<file path="src/sv/cpu6502_pkg.sv">
// Package with the types and constants of the 6502 execute unit.
package cpu6502_pkg;

	typedef enum logic [5:0] {
		OP_ADC = 6'd0, OP_AND = 6'd1, OP_ASL = 6'd2, OP_BCC = 6'd3, OP_BCS = 6'd4,
		OP_BEQ = 6'd5, OP_BIT = 6'd6, OP_BMI = 6'd7, OP_BNE = 6'd8, OP_BPL = 6'd9,
		OP_BVC = 6'd10, OP_BVS = 6'd11, OP_CLC = 6'd12, OP_CLD = 6'd13, OP_CLI = 6'd14,
		OP_CLV = 6'd15, OP_CMP = 6'd16, OP_CPX = 6'd17, OP_CPY = 6'd18, OP_DEC = 6'd19,
		OP_DEX = 6'd20, OP_DEY = 6'd21, OP_EOR = 6'd22, OP_INC = 6'd23, OP_INX = 6'd24,
		OP_INY = 6'd25, OP_LDA = 6'd26, OP_LDX = 6'd27, OP_LDY = 6'd28, OP_LSR = 6'd29,
		OP_NOP = 6'd30, OP_ORA = 6'd31, OP_PHA = 6'd32, OP_PHP = 6'd33, OP_PLA = 6'd34,
		OP_PLP = 6'd35, OP_ROL = 6'd36, OP_ROR = 6'd37, OP_SBC = 6'd38, OP_SEC = 6'd39,
		OP_SED = 6'd40, OP_SEI = 6'd41, OP_STA = 6'd42, OP_STX = 6'd43, OP_STY = 6'd44,
		OP_TAX = 6'd45, OP_TAY = 6'd46, OP_TSX = 6'd47, OP_TXA = 6'd48, OP_TXS = 6'd49,
		OP_TYA = 6'd50, OP_JMP = 6'd51, OP_JSR = 6'd52, OP_RTI = 6'd53, OP_RTS = 6'd54,
		OP_BRK = 6'd55
	} op_t;

	localparam int unsigned ADDR_WIDTH = 16;

	localparam int unsigned FL_C = 0;
	localparam int unsigned FL_Z = 1;
	localparam int unsigned FL_I = 2;
	localparam int unsigned FL_D = 3;
	localparam int unsigned FL_B = 4;
	localparam int unsigned FL_U = 5;
	localparam int unsigned FL_V = 6;
	localparam int unsigned FL_N = 7;

	localparam logic [7:0] STACK_PAGE = 8'h01;
	localparam logic [7:0] SP_RESET = 8'hFD;
	localparam logic [7:0] P_RESET = 8'h24;

	typedef struct packed {
		logic [5:0] func;
		logic [ADDR_WIDTH-1:0] operand_addr;
		logic [7:0] operand_value;
		logic use_accumulator;
		logic signed [7:0] branch_offset;
		logic [ADDR_WIDTH-1:0] jump_target;
		logic [ADDR_WIDTH-1:0] pc_now;
		logic [7:0] pop_first;
		logic [7:0] pop_second;
		logic [7:0] pop_third;
	} in_word_t;

	typedef struct packed {
		logic write_valid;
		logic [ADDR_WIDTH-1:0] write_addr;
		logic [7:0] write_data;
		logic last;
		logic [ADDR_WIDTH-1:0] next_pc;
		logic [7:0] accumulator_view;
		logic [7:0] x_view;
		logic [7:0] y_view;
		logic [7:0] stack_view;
		logic [7:0] flags_view;
	} out_word_t;

endpackage

</file>
<file path="src/sv/cpu6502_execute_unit.sv">
// Top level of the 6502 execute unit: register file, ALU and write sequencing.
//
// One instruction word is taken per cycle while the output register is free; its
// first result word appears in the next cycle. Instructions without a memory write,
// or with one, give one result word; JSR gives two and BRK three, so those hold the
// input while the further stack writes drain from a small write buffer.
module cpu6502_execute_unit (
	input  logic clk,
	input  logic arst_n,
	input  logic in_valid,
	output logic in_ready,
	input  cpu6502_pkg::in_word_t in_word,
	output logic out_valid,
	input  logic out_ready,
	output cpu6502_pkg::out_word_t out_word
);
	import cpu6502_pkg::*;

	logic [7:0] a_q, x_q, y_q, sp_q, p_q;
	logic [7:0] a_d, x_d, y_d, sp_d, p_d;
	logic [ADDR_WIDTH-1:0] npc;
	logic [1:0] nw;
	logic [ADDR_WIDTH-1:0] wa [3];
	logic [7:0] wd [3];

	// Pending writes of the instruction in the output stage.
	out_word_t cur_q;
	logic [ADDR_WIDTH-1:0] pa_q [2];
	logic [7:0] pd_q [2];
	logic [1:0] pend_q;

	logic [7:0] m, src, r, sum8;
	logic [8:0] sum;
	logic [7:0] addend;
	logic [ADDR_WIDTH-1:0] ret, br;
	logic take;
	logic cin;
	op_t op;

	assign op = op_t'(in_word.func);
	assign m = in_word.operand_value;
	assign cin = p_q[FL_C];
	assign src = in_word.use_accumulator ? a_q : m;
	assign ret = in_word.pc_now + 16'd1;
	assign br = ret + {{8{in_word.branch_offset[7]}}, in_word.branch_offset};
	assign addend = (op == OP_SBC) ? ~m : m;
	assign sum = {1'b0, a_q} + {1'b0, addend} + {8'd0, cin};
	assign sum8 = sum[7:0];

	always_comb begin
		a_d = a_q; x_d = x_q; y_d = y_q; sp_d = sp_q; p_d = p_q;
		npc = in_word.pc_now;
		nw = 2'd0;
		take = 1'b0;
		r = 8'd0;
		for (int i = 0; i < 3; i++) begin
			wa[i] = '0; wd[i] = 8'd0;
		end
		unique case (op)
			OP_ADC, OP_SBC: begin
				a_d = sum8; p_d[FL_C] = sum[8];
				p_d[FL_V] = (a_q[7] ^ sum8[7]) & (addend[7] ^ sum8[7]);
				p_d[FL_Z] = sum8 == 8'd0; p_d[FL_N] = sum8[7];
			end
			OP_AND, OP_EOR, OP_ORA, OP_LDA: begin
				if (op == OP_AND) a_d = a_q & m;
				else if (op == OP_EOR) a_d = a_q ^ m;
				else if (op == OP_ORA) a_d = a_q | m;
				else a_d = m;
				p_d[FL_Z] = a_d == 8'd0; p_d[FL_N] = a_d[7];
			end
			OP_ASL, OP_LSR, OP_ROL, OP_ROR: begin
				if (op == OP_ASL) begin p_d[FL_C] = src[7]; r = {src[6:0], 1'b0}; end
				else if (op == OP_LSR) begin p_d[FL_C] = src[0]; r = {1'b0, src[7:1]}; end
				else if (op == OP_ROL) begin p_d[FL_C] = src[7]; r = {src[6:0], cin}; end
				else begin p_d[FL_C] = src[0]; r = {cin, src[7:1]}; end
				p_d[FL_Z] = r == 8'd0; p_d[FL_N] = r[7];
				if (in_word.use_accumulator) a_d = r;
				else begin nw = 2'd1; wa[0] = in_word.operand_addr; wd[0] = r; end
			end
			OP_BCC: take = !p_q[FL_C];
			OP_BCS: take = p_q[FL_C];
			OP_BEQ: take = p_q[FL_Z];
			OP_BNE: take = !p_q[FL_Z];
			OP_BMI: take = p_q[FL_N];
			OP_BPL: take = !p_q[FL_N];
			OP_BVC: take = !p_q[FL_V];
			OP_BVS: take = p_q[FL_V];
			OP_BIT: begin
				p_d[FL_Z] = (a_q & m) == 8'd0; p_d[FL_V] = m[6]; p_d[FL_N] = m[7];
			end
			OP_CLC: p_d[FL_C] = 1'b0;
			OP_CLD: p_d[FL_D] = 1'b0;
			OP_CLI: p_d[FL_I] = 1'b0;
			OP_CLV: p_d[FL_V] = 1'b0;
			OP_SEC: p_d[FL_C] = 1'b1;
			OP_SED: p_d[FL_D] = 1'b1;
			OP_SEI: p_d[FL_I] = 1'b1;
			OP_CMP, OP_CPX, OP_CPY: begin
				if (op == OP_CMP) r = a_q;
				else if (op == OP_CPX) r = x_q;
				else r = y_q;
				p_d[FL_C] = r >= m;
				r = r - m;
				p_d[FL_Z] = r == 8'd0; p_d[FL_N] = r[7];
			end
			OP_DEC, OP_INC: begin
				r = (op == OP_DEC) ? m - 8'd1 : m + 8'd1;
				p_d[FL_Z] = r == 8'd0; p_d[FL_N] = r[7];
				nw = 2'd1; wa[0] = in_word.operand_addr; wd[0] = r;
			end
			OP_DEX, OP_INX, OP_LDX, OP_TAX, OP_TSX: begin
				if (op == OP_DEX) x_d = x_q - 8'd1;
				else if (op == OP_INX) x_d = x_q + 8'd1;
				else if (op == OP_LDX) x_d = m;
				else if (op == OP_TAX) x_d = a_q;
				else x_d = sp_q;
				p_d[FL_Z] = x_d == 8'd0; p_d[FL_N] = x_d[7];
			end
			OP_DEY, OP_INY, OP_LDY, OP_TAY: begin
				if (op == OP_DEY) y_d = y_q - 8'd1;
				else if (op == OP_INY) y_d = y_q + 8'd1;
				else if (op == OP_LDY) y_d = m;
				else y_d = a_q;
				p_d[FL_Z] = y_d == 8'd0; p_d[FL_N] = y_d[7];
			end
			OP_TXA, OP_TYA: begin
				a_d = (op == OP_TXA) ? x_q : y_q;
				p_d[FL_Z] = a_d == 8'd0; p_d[FL_N] = a_d[7];
			end
			OP_TXS: sp_d = x_q;
			OP_PHA, OP_PHP: begin
				nw = 2'd1; wa[0] = ADDR_WIDTH'({STACK_PAGE, sp_q});
				wd[0] = (op == OP_PHA) ? a_q : (p_q | 8'h30);
				sp_d = sp_q - 8'd1;
			end
			OP_PLA: begin
				sp_d = sp_q + 8'd1; a_d = in_word.pop_first;
				p_d[FL_Z] = a_d == 8'd0; p_d[FL_N] = a_d[7];
			end
			OP_PLP: begin
				sp_d = sp_q + 8'd1; p_d = (in_word.pop_first & 8'hCF) | 8'h20;
			end
			OP_STA: begin nw = 2'd1; wa[0] = in_word.operand_addr; wd[0] = a_q; end
			OP_STX: begin nw = 2'd1; wa[0] = in_word.operand_addr; wd[0] = x_q; end
			OP_STY: begin nw = 2'd1; wa[0] = in_word.operand_addr; wd[0] = y_q; end
			OP_JMP: npc = in_word.jump_target;
			OP_JSR, OP_BRK: begin
				wa[0] = ADDR_WIDTH'({STACK_PAGE, sp_q}); wd[0] = ret[15:8];
				wa[1] = ADDR_WIDTH'({STACK_PAGE, 8'(sp_q - 8'd1)}); wd[1] = ret[7:0];
				npc = in_word.jump_target;
				if (op == OP_JSR) begin
					nw = 2'd2; sp_d = sp_q - 8'd2;
				end else begin
					nw = 2'd3; sp_d = sp_q - 8'd3;
					wa[2] = ADDR_WIDTH'({STACK_PAGE, 8'(sp_q - 8'd2)});
					wd[2] = p_q | 8'h30; p_d[FL_I] = 1'b1;
				end
			end
			OP_RTI: begin
				sp_d = sp_q + 8'd3; p_d = (in_word.pop_first & 8'hCF) | 8'h20;
				npc = {in_word.pop_third, in_word.pop_second};
			end
			OP_RTS: begin
				sp_d = sp_q + 8'd2;
				npc = {in_word.pop_second, in_word.pop_first} + 16'd1;
			end
			default: ;
		endcase
		if (take) npc = br;
	end

	logic out_free;
	logic accept;
	assign out_free = !out_valid || (out_ready && pend_q == 2'd0);
	assign in_ready = out_free;
	assign accept = in_valid && in_ready;

	always_ff @(posedge clk or negedge arst_n) begin
		if (!arst_n) begin
			a_q <= 8'd0; x_q <= 8'd0; y_q <= 8'd0; sp_q <= SP_RESET; p_q <= P_RESET;
			out_valid <= 1'b0; pend_q <= 2'd0;
		end else if (accept) begin
			a_q <= a_d; x_q <= x_d; y_q <= y_d; sp_q <= sp_d; p_q <= p_d;
			out_valid <= 1'b1;
			pend_q <= (nw > 2'd1) ? nw - 2'd1 : 2'd0;
		end else if (out_valid && out_ready) begin
			if (pend_q != 2'd0) pend_q <= pend_q - 2'd1;
			else out_valid <= 1'b0;
		end
	end

	always_ff @(posedge clk) begin
		if (accept) begin
			cur_q.write_valid <= nw != 2'd0;
			cur_q.write_addr <= wa[0];
			cur_q.write_data <= wd[0];
			cur_q.last <= nw <= 2'd1;
			cur_q.next_pc <= npc;
			cur_q.accumulator_view <= a_d;
			cur_q.x_view <= x_d;
			cur_q.y_view <= y_d;
			cur_q.stack_view <= sp_d;
			cur_q.flags_view <= p_d;
			pa_q[0] <= wa[1]; pd_q[0] <= wd[1];
			pa_q[1] <= wa[2]; pd_q[1] <= wd[2];
		end else if (out_valid && out_ready && pend_q != 2'd0) begin
			cur_q.write_addr <= pa_q[0];
			cur_q.write_data <= pd_q[0];
			cur_q.last <= pend_q == 2'd1;
			pa_q[0] <= pa_q[1]; pd_q[0] <= pd_q[1];
		end
	end

	assign out_word = cur_q;

	a_last_when_done: assert property (@(posedge clk) disable iff (!arst_n)
		out_valid && pend_q == 2'd0 |-> cur_q.last) else $error("last missing");
	a_no_accept_pending: assert property (@(posedge clk) disable iff (!arst_n)
		pend_q != 2'd0 |-> !in_ready) else $error("accept during pushes");
	a_pend_needs_valid: assert property (@(posedge clk) disable iff (!arst_n)
		pend_q != 2'd0 |-> out_valid && cur_q.write_valid) else $error("pending idle");
	a_pend_count: assert property (@(posedge clk) disable iff (!arst_n)
		pend_q != 2'd0 && out_ready |=> pend_q == $past(pend_q) - 2'd1)
		else $error("pending count");

endmodule

</file>
<file path="config.mk">
export PLATFORM = sky130hd
export DESIGN_NAME = cpu6502_execute_unit
export DESIGN_NICKNAME = d
export VERILOG_FILES = /design/src/sv/cpu6502_pkg.sv /design/src/sv/cpu6502_execute_unit.sv
export SDC_FILE = /design/constraint.sdc
export NUM_CORES = 1
export LEC_CHECK = 0
export BUFFER_PORTS_ARGS = -buffer_cell sky130_fd_sc_hd__buf_2
export CAP_MARGIN = 5
export CORE_MARGIN = 2
export CORE_UTILIZATION = 50
export DETAILED_ROUTE_END_ITERATION = 10
export GPL_TIMING_DRIVEN = 0
export PLACE_DENSITY = 0.8
export SLEW_MARGIN = 40
export SYNTH_ARGS = -nofsm -noshare
export SYNTH_HDL_FRONTEND = slang
export SYNTH_SLANG_ARGS = --single-unit
</file>
<file path="constraint.sdc">
create_clock -name clk -period 4.5 [get_ports clk]
set_input_delay 0.225 -clock clk [delete_from_list [all_inputs] [get_ports clk]]
set_output_delay 0.225 -clock clk [all_outputs]
set_load 0.01 [all_outputs]
</file>
Word-level counts from Yosys, hierarchy flattened
Memory sizes are Yosys's and may differ from the RTL's.
Index checks and enable logic that the tools add are counted.

cells by class
  bitwise logic cells = 9
  equality and inequality tests = 56
  $lt $le $gt $ge = 3
  reductions and logical operators = 46
  multiplexer cells = 72
  $add $sub $neg = 20

operator list
  operator                                           number
  2-to-1 mux 8 bit                                   32
  == test 6 bit (second input constant)              24
  case mux 16 bit (3 select lines)                   2
  == test 6 x 5 -> 1 bit (second input constant)     15
  logical NOT 8 bit                                  10
  2-to-1 mux 25 bit                                  3
  2-to-1 mux 16 bit                                  4
  case mux 8 bit (7 select lines)                    1
  == test 6 x 4 -> 1 bit (second input constant)     8
  case mux 8 bit (6 select lines)                    1
  case mux 8 bit (5 select lines)                    1
  adder 16 x 1 -> 16 bit (second input constant)     2
  adder 8 x 1 -> 8 bit (second input constant)       4
  subtractor 8 x 1 -> 8 bit (second input constant)  4
  == test 6 x 3 -> 1 bit (second input constant)     4
  adder 16 bit                                       1
  adder 8 x 2 -> 8 bit (second input constant)       2
  OR reduction 4 bit                                 4
  subtractor 8 x 2 -> 8 bit (second input constant)  2
  2-to-1 mux 1 bit                                   14
  OR reduction 2 bit                                 7
  == test 6 x 2 -> 1 bit (second input constant)     2
  case mux 1 bit (11 select lines)                   1
  2-to-1 mux 2 bit                                   5
  34 further kinds                                   53

storage, ports and cells
  logic and storage cells = 225
  input bits = 99
  flip-flop bits (word level) = 125
  memories kept = 2
  bits in writable memories = 48

memories
  name  depth  bits a word  rd ports  clocked after memory_dff  wr ports  RTL line                    RTL
  pa_q  2      16           2         0                         2         cpu6502_execute_unit.sv:28  logic [ADDR_WIDTH-1:0] pa_q [2];
  pd_q  2      8            2         0                         2         cpu6502_execute_unit.sv:29  logic [7:0] pd_q [2];

Depth between registers and ports, before layout
Gate-level depths: netlist (run 1).

  depth in word-level cells = 8
  depth in mapped cells = 18

Worst setup path before layout (run 1)
Ideal clock, no wire load.

  path kind = register to register
  start = register pend_q[0]
  end = register cur_q (netlist bit out_word[60]) (data pin)
  stages on the path, launching flop included = 10
  required time = 4115 ps
  path slack = 425 ps
  data arrival time = 3690 ps
  cell sequence = dfrtp_1 > inv_1 > ha_1 > nand2_1 > nand2_1 > nand2_1 > clkinv_1 > clkbuf_1 > buf_1 > a31oi_1

between the ends
  longest elaborated chain between the ends = 5

ends and longest elaborated chain
  item                      RTL line                     RTL
  start: declaration        cpu6502_execute_unit.sv:30   logic [1:0] pend_q;
  start signal: assignment  cpu6502_execute_unit.sv:186  pend_q <= (nw > 2'd1) ? nw - 2'd1 : 2'd0;
  start signal: assignment  cpu6502_execute_unit.sv:188  if (pend_q != 2'd0) pend_q <= pend_q - 2'd1;
  logical NOT 2 bit         cpu6502_execute_unit.sv:175  assign out_free = !out_valid || (out_ready && pend_q == 2'd0);
  logical AND 1 bit         cpu6502_execute_unit.sv:175
  logical OR 1 bit          cpu6502_execute_unit.sv:175
  named net in_ready        cpu6502_execute_unit.sv:11   output logic in_ready,
  logical AND 1 bit         cpu6502_execute_unit.sv:177  assign accept = in_valid && in_ready;
  named net accept          cpu6502_execute_unit.sv:174  logic accept;
  2-to-1 mux 25 bit         cpu6502_execute_unit.sv:194  if (accept) begin
  end: declaration          cpu6502_execute_unit.sv:27   out_word_t cur_q;

The timed path passes the listed nets, and every way through them passes these cells.
A chain may end at the register's enable or synchronous reset.

Final worst setup path (run 1)
  start = input in_word[91] (netlist bit)
  end = register cur_q (netlist bit out_word[0]) (data pin)

between the ends
  longest elaborated chain between the ends = 6
  elaborated cells on any way between the ends = 28

ends and longest elaborated chain
  item                                                          RTL line                    RTL
  start: declaration                                            cpu6502_execute_unit.sv:12  input cpu6502_pkg::in_word_t in_word,
  branches (longest 5 deep; another with adder 8 x 8 -> 9 bit)  n/a
  case mux 1 bit (6 select lines) (*)                           cpu6502_execute_unit.sv:59  unique case (op)
  named net p_d[0]                                              cpu6502_execute_unit.sv:20  logic [7:0] a_d, x_d, y_d, sp_d, p_d;

Mark *: on every way through the listed nets, which the timed path passes. The select of a mux whose other input is x is not followed.

==> results of run 1 <==
==> cell families (layout without fill, tap and decap cells) <==
logic type,Yosys count,after routing,synth area share [%]
and+or+nand+nor,579,579,21.05
AOI/OAI and AO/OA,456,456,23.09
buffers and inverters,165,381,5.291
DFF,158,158,33.22
xor gates and xnor gates,79,79,5.062
adders and majority gates,74,74,7.049
muxes,57,57,5.236
==> synth_stat cells (8+ instances only) <==
library cell / number / share of area [%]
a211o_1: 9 / 0.58
a211oi_1: 21 / 1.2
a21o_1: 14 / 0.77
a21oi_1: 91 / 3.3
a221o_1: 16 / 1.2
a221oi_1: 31 / 2.0
a222oi_1: 19 / 1.4
a22oi_1: 25 / 1.4
a31oi_1: 14 / 0.64
and2_1: 9 / 0.41
and3_1: 25 / 1.1
buf_2: 20 / 0.73
clkbuf_1: 69 / 1.9
dfrtp_1: 34 / 6.2
dfstp_2: 9 / 1.7
edfxtp_1: 115 / 25
ha_1: 69 / 6.3
inv_1: 55 / 1.5
mux2_2: 34 / 2.8
mux2i_1: 16 / 1.2
nand2_1: 180 / 4.9
nand2b_1: 23 / 1.1
nand3_1: 33 / 1.2
nand4_1: 13 / 0.60
nor2_1: 158 / 4.3
nor2b_1: 12 / 0.55
nor3_1: 42 / 1.5
o211ai_1: 19 / 1.0
o21a_1: 10 / 0.55
o21ai_0: 94 / 3.4
o21ai_1: 8 / 0.29
o221ai_1: 11 / 0.70
o22ai_1: 17 / 0.78
o31ai_1: 10 / 0.55
or3_1: 11 / 0.50
xnor2_1: 48 / 3.1
xor2_1: 31 / 2.0
==> report_power, final <==
group | total (mW) | internal [mW] | switching (mW) | leakage, nW
Sequential | 2.53 | 2.17 | 0.363 | 1.64
Clock | 1.47 | 0.730 | 0.743 | 0.266
Combinational | 3.65 | 1.29 | 2.36 | 4.51
Total | 7.65 | 4.18 | 3.47 | 6.41
==> layout make-up <==
type,instances,area (µm²)
clock buffers,18,429.2
flip-flops and latches,158,4541
multi-input cells,1245,8484
clock inverters,14,130.1
repair buffers,184,993.5
plain buffers,107,511.7
well taps,341,426.7
inverters,58,217.7
fillers,2455,11140
==> metal layers <==
metal,vias to the layer above,GRT usage (%),part of all wire (%)
met5,-,0,0
met4,0,18.13,5.1
met3,186,5.480,9.7
met2,1025,62.43,45
met1,6871,52.86,40
li1,6317,-,-
==> stage by stage <==
step	setup WS, ns	cell area, µm²
floorplan	0.4254	13670
global placement	-1.213	14990
detailed placement	-0.7169	15120
CTS	0.06136	15700
global route	0.06325	15730
finish	0.08912	15730
==> final timing paths <==
kind | endpoint | slack [ns] | cells past startpoint
worst max-delay path | out_word[0]$_DFFE_PP_ | 0.09 | 16
worst min-delay path | out_word[80]$_SDFFCE_PN0P_ | 0.09 | 2
worst max register to register | out_word[0]$_DFFE_PP_ | 0.47 | 14
worst min register to register | p_q[5]$_DFFE_PN1P_ | 0.51 | 1
max in group asynchronous | p_q[3]$_DFFE_PN0P_ | 3.66 | 2
min in group asynchronous | y_q[4]$_DFFE_PN0P_ | 0.35 | 2
==> registers in the layout (all words and copies together), names as in the netlist, 8 cells and up <==
name / count
a_q: 8
out_word: 82
p_q: 8
pa_q: 18
pd_q: 15
sp_q: 8
x_q: 8
y_q: 8
==> critical path: stages <==
cell and delay, ns:
buf_2 0.19, buf_2 0.32, nor2b_1 0.56, nand3_4 0.31, xnor2_1 0.31, fa_1 0.26, inv_1 0.07, fa_1 0.39
a21oi_1 0.27, o211ai_1 0.14, a21oi_1 0.23, nor2b_1 0.08, o21a_1 0.17, o21ai_0 0.37, nand3_1 0.34, mux2_2 0.36
==> repair_timing <==
item	4_1_cts	5_1_grt
gates resized for setup	2	3
hold buffers	2	0
endpoints found under the hold margin	35	0
setup endpoints to repair	4	4
==> impl_metrics.ini, run 1 <==
[run_status]
status = finished clean

[die]
die_w_um = 169.3
dieArea_um2 = 28670
core-area_um2 = 26880
dieHeight_um = 169.3
io_pins = 183
rows = 60
initial_core_util_pct = 50.86

[finish]
utilization_pct = 58.54
drive_gt1_share_pct = 19.23
diodes = 0
area_growth_syn_to_layout_pct = 15.11
final_cell_mix = 199 x buf_2, 179 x nand2_1, 158 x nor2_1
final_common_cell = buf_2
fin_cells = 2125
nets = 1944

[sta]
period_needed_ns = 4.411
final.setup.tns_ns = 0
setup_violations = 0
fin_worst_skew_ns = 0.02280
rsz0062_at_grt = false
hold_slack_ns = 0.08864
final_max_slew_viol_count = 0
hold_viol_final = 0
worst_pin_slew_ns = 0.9779
slew_headroom_pct = 34.12
layout_worst_path_cycle_share_pct = 98.02
max_freq_ghz = 0.2267

[global_routing]
grt_util_all_layers_pct = 39.14
grt_max_degree = 44
grt_pass1_vias = 13367
antenna_found_initial = 0
grt.overflow.total = 0
grt_first_pass_wirelength_mm = 83.79

[clocking]
clock-sinks = 158
clockBufferDepth = 2
post_cts_buffers = 0
clk_pin_slew_ns = 0.07
htreeDepth = 4
root_buffer = clkbuf_16
clock_latency_ns = 0.45
tritoncts = yes
cts_buffers = 17

[logic_synthesis]
synth-seq-cells = 158
synth_edf_count = 115
async_reset_ff_share_pct = 27.22
yosys_warnings = 0
yosysSeqAreaShare_pct = 33.22
synth_nets = 1741
synthCells = 1568
ys.flop_type = edfxtp_1
synthesis.area_um2 = 13670
syn_area_per_cell_um2 = 8.717
synth_cell_types = 94

[drt]
detail-route-antenna-nets = 0
routedWlPerCell_um = 26.64
drt_iter0_drc = 1801
vias = 14399
vias_per_cell = 6.776
first_pass_iters = 11
route.detailed.drc = 0
routed_wl_mm = 56.62

[place]
io_buffers = 179
placedCellCount = 2091
place.gp.congestion = 1.040
dp_hpwl_mm = 43.37

[power_and_ir_drop]
finalPower_mw = 7.650
peakVddDrop_mv = 0.3086
power_leakage_nw = 6.413
pwr_density_cell_nw_per_um2 = 486.2

[critical_path]
crit_type = input pin to flop
cp.arrival_ns = 4.60
cp.required_ns = 4.69
critPathCaptureType = flop
regToRegStartpoint = x_q[2]$_DFFE_PN0P_
cp-startpoint = in_word[91]
cp_max_fo = 10
critPathLaunchType = input pin

[flow_run]
cap_violations = 0

[hold_path]
hp-class = input pin to flop
worstHoldStart = in_word[88]
Power figures use the tool's default switching activity.
==> run 2, diff against run 1 <==
--- a/config.mk
+++ b/config.mk
@@ -5,6 +5,7 @@
 export SDC_FILE = /design/constraint.sdc
 export NUM_CORES = 1
 export LEC_CHECK = 0
+export ABC_AREA = 1
 export BUFFER_PORTS_ARGS = -buffer_cell sky130_fd_sc_hd__buf_2
 export CAP_MARGIN = 5
 export CORE_MARGIN = 2
==> run 2 against run 1 <==
Flip-flop and latch count is the same. Largest power group unchanged. Core utilization shrank 0.39 points. Register-to-register slack gained 0.72 ns. Clock power grew 3%. Critical endpoint is now out_word[1]$_DFFE_PP_.
==> impl_metrics.ini, run 2 <==
[global_routing]
grt_first_pass_wirelength_mm = 82.68
antenna_found_initial = 1
grt.overflow.total = 0
grt_pass1_vias = 14068
grt_util_all_layers_pct = 38.40
grt_max_degree = 44

[logic_synthesis]
synth_compound_area_share_pct = 16.28
synthCells = 1912
synth-adder-area-share_pct = 7.146
synth_cell_types = 60
yosysTopAreaCellShare_pct = 25.61
synth_mux_area_share_pct = 0
synth_edf_count = 115
synthesis.area_um2 = 13480
synth_top_family_by_area = simple AND/OR/NAND/NOR gates
synth-seq-cells = 158
yosys_warnings = 0
synth_common_cells = 534 x nand2_1, 214 x inv_1, 158 x o21ai_0
yosysSeqAreaShare_pct = 33.68
synth_area_leaders = edfxtp_1 26%, nand2_1 15%, ha_1 6.4%
async_reset_ff_share_pct = 27.22
synth_nets = 2085
yosys.area_share.simple_pct = 31.02
yosysTopAreaCell = edfxtp_1
syn_area_per_cell_um2 = 7.051
ys.flop_type = edfxtp_1
synth_most_common_cell = nand2_1
synth_xor_xnor_area_share_pct = 3.508

[critical_path]
cp_max_fo = 10
cp.arrival_ns = 4.20
cp.required_ns = 4.70
critPathLaunchType = input pin
critPathCaptureType = flop
crit_type = input pin to flop

[place]
dp_hpwl_mm = 43.52
io_buffers = 181
place_area_um2 = 14960
placedCellCount = 2439
place.gp.congestion = 1.068

[clocking]
htreeDepth = 4
root_buffer = clkbuf_16
tritoncts = yes
cts_buffers = 17
clockBufferDepth = 2
clk_pin_slew_ns = 0.08
clock_latency_ns = 0.45
clock-sinks = 158

[drt]
vias_per_cell = 6.093
detail-route-antenna-nets = 0
drt_iter0_drc = 1887
routed_wl_mm = 55.45
vias = 15062
routedWlPerCell_um = 22.43
first_pass_iters = 7
route.detailed.drc = 0

[die]
rows = 60
io_pins = 183
initial_core_util_pct = 50.44
dieHeight_um = 168.2
dieArea_um2 = 28290
core-area_um2 = 26730
die_w_um = 168.2

[sta]
worst_pin_slew_ns = 0.9597
layout_worst_path_cycle_share_pct = 88.79
rsz0062_at_grt = false
final_max_slew_viol_count = 0
hold_viol_final = 0
max_freq_ghz = 0.2503
setup_violations = 0
hold_slack_ns = 0.09975
fin_worst_skew_ns = 0.01239
slew_headroom_pct = 35.53
period_needed_ns = 3.995

[power_and_ir_drop]
pwr_density_cell_nw_per_um2 = 518.8
power_leakage_nw = 7.347
peakVddDrop_mv = 0.2741

[flow_run]
cap_violations = 0

[finish]
final_common_cell = nand2_1
diodes = 0
final_cell_mix = 533 x nand2_1, 214 x inv_1, 193 x buf_2
nets = 2291
utilization_pct = 58.16
fin_cells = 2472
final_design_area_no_fill_um2 = 15540
largest_reg_flops = 82
drive_gt1_share_pct = 14.92
area_growth_syn_to_layout_pct = 15.29

[run_status]
status = finished clean

[hold_path]
hp-class = input pin to flop
-- run 2: per-layer routing --
metal | routed length [µm] | vias to the layer above | global-route usage [%]
met1 | 21610 | 7002 | 48.78
met4 | 2944 | 4 | 18.22
met2 | 25200 | 972 | 62.71
met3 | 5671 | 191 | 8.016
li1 | - | 6893 | -
met5 | 25 | - | 0
-- run 2: where the power goes --
part | leakage (nW) | switching (mW) | internal (mW)
Clock | 0.275 | 0.738 | 0.786
Sequential | 1.66 | 0.304 | 2.27
Combinational | 5.42 | 2.74 | 1.23
Total | 7.35 | 3.78 | 4.28
-- run 2: cell families (layout without fill, tap and decap cells) --
logic type	Yosys count	count (layout)
fa+ha+maj	74	74
simple gates	960	960
xor+xnor	54	54
flops	158	158
buf+inv	293	512
compound gates	373	373
-- run 2: cell type report --
type,instances,area (µm²)
plain buffers,53,222.7
multi-input cells,1461,7820
clock inverters,14,147.6
inverters,240,907.1
clock buffers,18,429.2
repair buffers,187,1049
fillers,2605,11180
flip-flops and latches,158,4541
well taps,341,426.7
-- run 2: final timing paths --
path / cells after the start / to / start / slack (ns)
max: 24 / out_word[1]$_DFFE_PP_ / in_word[92] / 0.50
min: 4 / out_valid$_DFFE_PN0P_ / out_ready / 0.1
max reg2reg: 17 / p_q[0]$_DFFE_PN0P_ / x_q[3]$_DFFE_PN0P_ / 1.19
min reg2reg: 2 / out_word[61]$_DFFE_PP_ / pd_q[0][4]$_DFFE_PP_ / 0.51
max in group asynchronous: 2 / p_q[1]$_DFFE_PN0P_ / arst_n / 3.67
min in group asynchronous: 2 / x_q[0]$_DFFE_PN0P_ / arst_n / 0.35
-- run 2: critical path, stage by stage --
cell	delay, ns
buf_2	0.15
inv_2	0.08
nand2_1	0.15
nor2_1	0.38
inv_1	0.19
nor2_1	0.35
clkbuf_1	0.41
o21ai_0	0.13
o22ai_1	0.37
ha_1	0.37
nand2_1	0.09
inv_1	0.04
a21oi_1	0.18
nand2_1	0.07
nand2_1	0.05
nand2_1	0.13
nand3_1	0.12
nor2_1	0.06
nor2_1	0.08
nand3_1	0.07
nor2_1	0.16
nand3_1	0.17
nand2_1	0.12
inv_1	0.04
-- run 2: timing repair --
action | 4_1_cts | 5_1_grt
setup endpoints to repair | 0 | 0
hold buffers | 1 | 0
gates resized for setup | 0 | 0
setup buffers | 0 | 0
hold endpoints to repair | 34 | 0
-- run 2: per-stage QoR --
step / worst slack (ns) / TNS [ns] / power, mW
detailed placement: 0.2472 / 0 / 6.422
finish: 0.5046 / 0 / 8.063
global placement: -0.9942 / -77.82 / 6.272
floorplan: 0.5620 / 0 / 4.928
global route: 0.2406 / 0 / 8.482
CTS: 0.6937 / 0 / 7.940
